<file path="config.mk">
export PLATFORM = sky130hd
export DESIGN_NAME = hsadq_mod
export DESIGN_NICKNAME = d
export VERILOG_FILES = /design/src/hw/rtl/hsadq_pkg.sv /design/src/hw/rtl/hsadq_mod.sv
export SDC_FILE = /design/constraint.sdc
export NUM_CORES = 1
export LEC_CHECK = 0
export BUFFER_PORTS_ARGS = -buffer_cell sky130_fd_sc_hd__buf_2
export CAP_MARGIN = 20
export CORE_MARGIN = 5
export CORE_UTILIZATION = 29
export CTS_BUF_LIST = sky130_fd_sc_hd__clkbuf_8
export DETAILED_ROUTE_END_ITERATION = 12
export MAX_ROUTING_LAYER = met4
export PLACE_DENSITY = 0.86
export SYNTH_ARGS = -nofsm -noshare
export SYNTH_HDL_FRONTEND = slang
export SYNTH_SLANG_ARGS = --single-unit
</file>
<file path="constraint.sdc">
create_clock -name clk -period 2.1 [get_ports clk]
set_clock_uncertainty 0.15 [all_clocks]
set_input_delay 0.525 -clock clk [delete_from_list [all_inputs] [get_ports clk]]
set_output_delay 0.525 -clock clk [all_outputs]
set_load 0.02 [all_outputs]
</file>
<file path="src/hw/rtl/hsadq_pkg.sv">
// Package for the hash set block: sizes, operation codes, sequencer states
// and the slot store request struct. No dependencies.
`default_nettype none

package hsadq_pkg;

  // Set geometry
  localparam int BUCKETS = 256;
  localparam int WAYS    = 4;
  localparam int SLOTS   = BUCKETS * WAYS;

  localparam int KEY_W  = 64;
  localparam int BKT_W  = (BUCKETS > 1) ? $clog2(BUCKETS) : 1;
  localparam int WAY_W  = (WAYS > 1) ? $clog2(WAYS) : 1;
  localparam int CNT_W  = $clog2(WAYS + 1);
  localparam int ADDR_W = (SLOTS > 1) ? $clog2(SLOTS) : 1;

  // Bucket count a power of two: the modulo is a mask
  localparam bit BKT_POW2 = ((BUCKETS & (BUCKETS - 1)) == 0);

  // Operation codes; anything else behaves as a query
  localparam logic [1:0] OP_ADD    = 2'd0;
  localparam logic [1:0] OP_DELETE = 2'd1;
  localparam logic [1:0] OP_QUERY  = 2'd2;

  typedef enum logic [2:0] {
    ST_CLEAR,
    ST_IDLE,
    ST_HASH,
    ST_SCAN,
    ST_UPDATE
  } state_t;

  // Access request to the slot store
  typedef struct packed {
    logic              key_re;
    logic              key_we;
    logic [ADDR_W-1:0] key_addr;
    logic [KEY_W-1:0]  key_wdata;
    logic              row_re;
    logic              row_we;
    logic [BKT_W-1:0]  row_addr;
    logic [WAYS-1:0]   row_wdata;
  } slot_req_t;

endpackage

`default_nettype wire

</file>
<file path="src/hw/rtl/hsadq_mod.sv">
// Bucket index unit: magnitude of the key modulo BUCKETS.
// Mask for a power-of-two bucket count, else 16-bit key chunks folded in
// through one shared multiplier, three steps a chunk. Depends on hsadq_pkg.
`default_nettype none

module hsadq_mod
  import hsadq_pkg::*;
(
  input  wire logic             clk,
  input  wire logic             rst,
  input  wire logic             start,
  input  wire logic [KEY_W-1:0] key,
  output logic                  done,
  output logic [BKT_W-1:0]      bucket
);

  // Two's complement magnitude; the most negative key stays 2^63
  logic [KEY_W-1:0] mag;
  assign mag = key[KEY_W-1] ? (KEY_W'(0) - key) : key;

  if (BKT_POW2) begin : g_mask
    localparam logic [KEY_W-1:0] MASK = KEY_W'(BUCKETS - 1);
    logic [BKT_W-1:0] rem;

    always_ff @(posedge clk) begin
      if (rst) begin
        done <= 1'b0;
      end else begin
        done <= start;
      end
      if (start) begin
        rem <= BKT_W'(mag & MASK);
      end
    end

    assign bucket = rem;
  end else begin : g_recip
    // Not a power of two; with BUCKETS at most 65535 remainders fit 16 bits.
    // Per chunk, high first: rem = (rem * 2^16 + chunk) mod BUCKETS, with the
    // quotient estimated by a reciprocal product (low by at most one).
    localparam logic [15:0] DIVISOR = 16'(BUCKETS);
    localparam logic [31:0] RECIP   = 32'((64'd1 << 32) / 64'(BUCKETS));
    localparam logic [1:0]  LAST    = 2'd3;
    localparam logic [1:0]  PH_EST  = 2'd0;
    localparam logic [1:0]  PH_SUB  = 2'd1;
    localparam logic [1:0]  PH_FIX  = 2'd2;

    logic             busy;
    logic [1:0]       phase;
    logic [1:0]       chunk;
    logic [KEY_W-1:0] sh;
    logic [15:0]      rem;
    logic [31:0]      acc;
    logic [15:0]      quo;
    logic [16:0]      est;
    logic [31:0]      acc_in;
    logic [31:0]      mul_a;
    logic [31:0]      mul_b;
    logic [63:0]      prod;

    // Shared multiplier: reciprocal product, then quotient times divisor
    always_comb begin
      acc_in = {rem, sh[KEY_W-1 -: 16]};
      if (phase == PH_EST) begin
        mul_a = acc_in;
        mul_b = RECIP;
      end else begin
        mul_a = {16'd0, quo};
        mul_b = {16'd0, DIVISOR};
      end
      prod = 64'(mul_a) * 64'(mul_b);
    end

    // Sequencer: three phases per chunk, four chunks
    always_ff @(posedge clk) begin
      if (rst) begin
        busy  <= 1'b0;
        done  <= 1'b0;
        phase <= PH_EST;
        chunk <= '0;
      end else begin
        done <= 1'b0;
        if (start) begin
          busy  <= 1'b1;
          phase <= PH_EST;
          chunk <= '0;
        end else if (busy) begin
          if (phase == PH_FIX) begin
            phase <= PH_EST;
            chunk <= chunk + 2'd1;
            if (chunk == LAST) begin
              busy <= 1'b0;
              done <= 1'b1;
            end
          end else begin
            phase <= phase + 2'd1;
          end
        end
      end
      if (start) begin
        sh  <= mag;
        rem <= '0;
      end else if (busy) begin
        case (phase)
          PH_EST: begin
            acc <= acc_in;
            quo <= prod[47:32];
          end
          PH_SUB: begin
            est <= 17'(acc - prod[31:0]);
          end
          default: begin
            rem <= (est >= {1'b0, DIVISOR}) ? 16'(est - {1'b0, DIVISOR}) : est[15:0];
            sh  <= {sh[KEY_W-17:0], 16'd0};
          end
        endcase
      end
    end

    assign bucket = rem[BKT_W-1:0];
  end

endmodule

`default_nettype wire

</file>
==> results of run 1 <==
==> path summary, 6_finish.rpt <==
kind,start,endpoint
hold / removal,rst,done
setup / recovery,key[4],bucket[7]
==> synthesized netlist by cell type <==
cell type and n:
o31ai_4 1, nor2b_1 1, nand2_1 2, or3_4 2, o31ai_2 1, o21ai_0 2, xnor2_1 6, dfxtp_1 1
nand2b_1 2, edfxtp_1 8, inv_1 2, o21ai_1 1, ha_1 1
==> metal layers <==
layer | up-vias | track usage, % | share of wire (%)
li1 | 154 | - | -
met3 | 2 | 2.147 | 7.5
met5 | - | - | 0
met2 | 14 | 13.04 | 53
met4 | 0 | 8.072 | 2.4
met1 | 134 | 7.457 | 36
==> cell families after synthesis <==
group	count (synthesis)	synth area share (%)
flops	9	60.47
compound gates	5	11.34
buf+inv	2	1.745
fa+ha+maj	1	2.907
xor+xnor	6	12.21
simple gates	7	11.34
==> power by group <==
part / internal, mW / switching [mW]
Combinational: 0.0344 / 0.0512
Sequential: 0.217 / 0.00369
Clock: 0.127 / 0.0602
Total: 0.378 / 0.115
==> per-stage QoR <==
step | area (µm²) | setup WS, ns | utilization (%) | cells
floorplan | 430.4 | 0.4922 | - | 30
global placement | 550.5 | 0.3393 | 37.87 | 66
detailed placement | 550.5 | 0.3325 | 37.87 | 66
CTS | 595.6 | 0.5738 | 40.96 | 70
global route | 595.6 | 0.5344 | 40.96 | 70
finish | 595.6 | 0.5695 | 40.96 | 70
==> placed cells by master (no fill, tap or decap) <==
cell type and instances:
clkbuf_8 3, o31ai_2 1, o31ai_4 1, o21ai_0 2, or3_4 2, xnor2_1 6, o21ai_1 1, nor2b_1 1
ha_1 1, dfxtp_1 1, edfxtp_1 8, buf_2 20, nand2_1 2, inv_1 3, nand2b_1 2
==> registers in the layout, summed over array words and instances (netlist names) <==
register / cells
bucket: 8
done: 1
==> final cells by class <==
| type | count | area [µm²] |
|---|---|---|
| timing repair buffer | 20 | 100.1 |
| clock buffer | 3 | 41.29 |
| multi-input combinational | 19 | 162.7 |
| tap | 16 | 20.02 |
| inverter | 2 | 7.507 |
| sequential | 9 | 260.3 |
| fill | 142 | 858.3 |
| clock inverter | 1 | 3.754 |
==> results.md, run 1 <==
- Initial antenna violation count: 0
- Tightest Hold Check Type: in2reg
- 1st-iter DRT viols: 1
- Outcome: finished clean
- Final min period: 1.530 ns
- Clk pin slew, worst setup/hold paths: approximately 0.04 ns
- Levels on crit path: 4
- Mean Syn Cell Area: 14.35 µm²
- # H-tree levels: 1
- Hold_buf cts: 0
- Setup violations, final: 0
- Yosys warns: 0
- Antenna-violating nets left: 0
- Slew @ Worst Pin: 0.2018 ns
- Share of the synthesized area in the top cell type: 55.81%
- Max-slew violation count: 0
- Routed WL: 817 µm
- Setup TNS: 0 ns
- Dominant cells by area after synthesis: edfxtp_1 (56%), xnor2_1 (12%), or3_4 (5.2%), o31ai_4 (4.9%), dfxtp_1 (4.7%)
- Full die area: around 2400 µm²
- Sequential area share after synthesis: 60.47%
- Placeable Area: 1454 µm²
- Layout cell share with drive strength beyond 1: 50.00%
- Via count: 304
- LEAKAGE: 0.2514 nW
- PortBufs: 20
- Gr usage total: 8.094%
- # DRC: 0
- PD cells: 827.9 nW/µm²
- Initial Util: 29.60%
- Final worst-path cycle share: 72.88%
- First-pass GRT wire length: between 1 and 1.5 mm
- MaxCap Viol Count: 0
- Buf/Inv on CP: 1
- Die Ht: 48.53 µm
- Cell taking the most area after synthesis: edfxtp_1
- Post-synth cell types: 13
- #FFs+latches synth: 9
- Worst EP arrival: roughly 1.4 ns
- Clk Tree Root Cell: clkbuf_8
- Final hold vios: 0
- Hold slack: around 0.3 ns
- Synthesized net count: 98
- Num rows: 14
- Post-DR vias/cell: between 4 and 5
- Wire per inst: 11.67 µm
- RSZ-0062 raised after global routing: false
- Max_slew headroom: 86.47%
- Boundary pin count: 76
- Hpwl dp: 677.1 µm
- CTS tree: built
- Worst hold stages: 2
- Worst Setup End Kind: flop
- Vias in the first global route: roughly 320
- Cell Chain, Critical Path: buf_2 > or3_4 > o31ai_4 > xnor2_1
- DRT Pass-1 Iters: 3
- Global route overflow: 0
- Largest delay share family, worst path: simple AND/OR/NAND/NOR gates
- Power Total: 0.4931 mW
- Pin count of the biggest net entering global routing: 10
- Max clock buf depth: 2
- Crit path max fanout: 3
- Die W: around 49 µm
- Setup CP Type: in2reg
- Worst EP required: just under 2 ns
- Synthesized cell area: 430.4 µm²
- Crit-path slowest cell: or3_4
- Max incr delay on CP: ~0.40 ns
- Fin nets: between 100 and 150
- CTS resizes: 0
- Placer Congestion: 0.6589
- Critical Path Source Type: input pin
- Area Overhead vs Synth: 38.37%
- Synth Instances: 30
- Max IR drop VDD: 0.1996 mV
- Post CTS Setup Buffer Count: 0
- Clk sinks: 9
- Number of CTS-inserted buffers: 3
- Number of diodes: 0
- Max Clock Freq: 653.4 MHz
(Power assumes the default switching activity.)
==> run 2: changes to the inputs <==
--- a/config.mk
+++ b/config.mk
@@ -8,11 +8,11 @@
 export BUFFER_PORTS_ARGS = -buffer_cell sky130_fd_sc_hd__buf_2
 export CAP_MARGIN = 20
 export CORE_MARGIN = 5
-export CORE_UTILIZATION = 29
+export CORE_UTILIZATION = 27
 export CTS_BUF_LIST = sky130_fd_sc_hd__clkbuf_8
 export DETAILED_ROUTE_END_ITERATION = 12
 export MAX_ROUTING_LAYER = met4
-export PLACE_DENSITY = 0.86
+export PLACE_DENSITY = 0.81
 export SYNTH_ARGS = -nofsm -noshare
 export SYNTH_HDL_FRONTEND = slang
 export SYNTH_SLANG_ARGS = --single-unit
==> constraint.sdc (replaced) <==
create_clock -name clk -period 1.5 [get_ports clk]
set_clock_uncertainty 0.15 [all_clocks]
set_input_delay 0.375 -clock clk [delete_from_list [all_inputs] [get_ports clk]]
set_output_delay 0.375 -clock clk [all_outputs]
set_load 0.02 [all_outputs]
==> results.md, run 2 (synthesis results as in run 1) <==
- # fillers: 150 (+5.6%)
- CTS resizes: 0 (unchanged)
- Dpl cells: 70 (+6.1%)
- Global route overflow: 0 (unchanged)
- Non-Filler Instances: 74 (+5.7%)
- CTS tree: built
- Layout cell share with drive strength beyond 1: 53.45% (+3.4 points)
- Die Ht: 49.93 µm (+2.9%)
- Die W: 49.93 µm (+2.9%)
- Final hold vios: 0 (unchanged)
- Initial Util: 28.57% (-1.0 points)
- Worst Setup End Kind: flop
- Vias in the first global route: 371 (+17%)
- Clk Tree Root Cell: clkbuf_8
- Pin count of the biggest net entering global routing: 10 (unchanged)
- Slew @ Worst Pin: 0.2222 ns (+0.02042 ns)
- 1st-iter DRT viols: 0 (-1)
- Fin util: 41.53% (+0.56 points)
- Boundary pin count: 76 (unchanged)
- Max reg flops: 8 (unchanged)
- First-pass GRT wire length: 1.490 mm (+5.9%)
- Hold slack: 0.1524 ns (-0.1517 ns)
- PortBufs: 20 (unchanged)
- PD cells: 1120 nW/µm² (+35%)
- Most frequent cells in the layout: buf_2 (20), edfxtp_1 (8), xnor2_1 (6), buf_4 (4)
- Setup violations, final: 0 (unchanged)
- Fin nets: 127 (+3.3%)
- Worst EP arrival: 1.22 ns (-0.14 ns)
- Area Overhead vs Synth: 45.35%
- Max_slew headroom: 85.10% (-1.4 points)
- Final worst-path cycle share: 93.23%
- DRT Pass-1 Iters: 1 (-2)
- Gr usage total: 8.302% (+0.21 points)
- # H-tree levels: 1 (unchanged)
- Placer Congestion: 0.6183 (-6.2%)
- Setup TNS: 0 ns (unchanged)
- Crit path max fanout: 3 (unchanged)
- RSZ-0062 raised after global routing: false
- # DRC: 0 (unchanged)
- Wire per inst: 10.96 µm (-6.1%)
- Multi-input gate area: 162.7 µm² (unchanged)
- Placeable Area: 1506 µm² (+3.6%)
- Max clock buf depth: 2 (unchanged)
- Clk pin slew, worst setup/hold paths: 0.04 ns (about the same)
- Initial antenna violation count: 0 (unchanged)
- MaxCap Viol Count: 0 (unchanged)
- Number of diodes: 0 (unchanged)
- Via count: 331 (+8.9%)
- Post-DR vias/cell: 4.473 (+3.0%)
- Clk sinks: 9 (unchanged)
- Max Clock Freq: ~700 MHz
- Number of CTS-inserted buffers: 3 (unchanged)
- Max IR drop VDD: 0.2656 mV (+33%)
- Worst EP required: 1.32 ns (-0.61 ns)
- Most common cell after layout, fill and taps aside: buf_2
- Setup CP Type: in2reg
- Post CTS Setup Buffer Count: 0 (unchanged)
- Tightest Hold Check Type: in2reg
- Hold_buf cts: 0 (unchanged)
- Critical Path Source Type: input pin
- Sequential cell area: 260.3 µm² (unchanged)
- Num rows: 14 (unchanged)
- Full die area: 2493 µm² (+5.9%)
- Final min period: approximately 1.4 ns
- Max-slew violation count: 0 (unchanged)
- LEAKAGE: 0.2706 nW (+7.6%)
- Outcome: finished clean
- Antenna-violating nets left: 0 (unchanged)
- Routed WL: 811 µm (-0.73%)
-- run 2: final timing paths --
path	startpoint	endpoint	slack (ns)	depth (start not counted)
setup / recovery	key[1]	bucket[5]	0.10	4
hold / removal	rst	done	0.15	2
-- run 2: metal layers --
metal,wire length (µm),track usage [%]
met1,281,7.523
met2,424,12.50
met3,78,3.012
met4,27,9.170
met5,0,-
-- run 2: critical path: stages --
cell     delay (ns)
buf_2          0.11
or3_4          0.41
o31ai_2        0.22
xnor2_1        0.10
-- run 2: cell type report --
type | instances | area share [%]
flip-flops and latches | 9 | 41.60
multi-input cells | 19 | 26.00
repair buffers | 24 | 20.80
clock inverters | 1 | 0.6000
clock buffers | 3 | 6.600
inverters | 2 | 1.200
well taps | 16 | 3.200
-- run 2: report_power, final --
part           internal, mW  switching (mW)  leakage [nW]  total (mW)
Clock                 0.177          0.0870        0.0269       0.264
Combinational        0.0546          0.0731         0.157       0.128
Sequential            0.304         0.00456        0.0866       0.308
Total                 0.536           0.165         0.271       0.700
-- run 2: stage by stage --
step                instance area [µm²]  setup slack, ns  total power [mW]
finish                            625.6           0.1016            0.7004
global route                      625.6          0.05004            0.7376
CTS                               625.6           0.1028            0.7107
detailed placement                580.6          -0.1393            0.4428
global placement                  580.6         -0.09476            0.4371
floorplan                         430.4          0.04225            0.3811
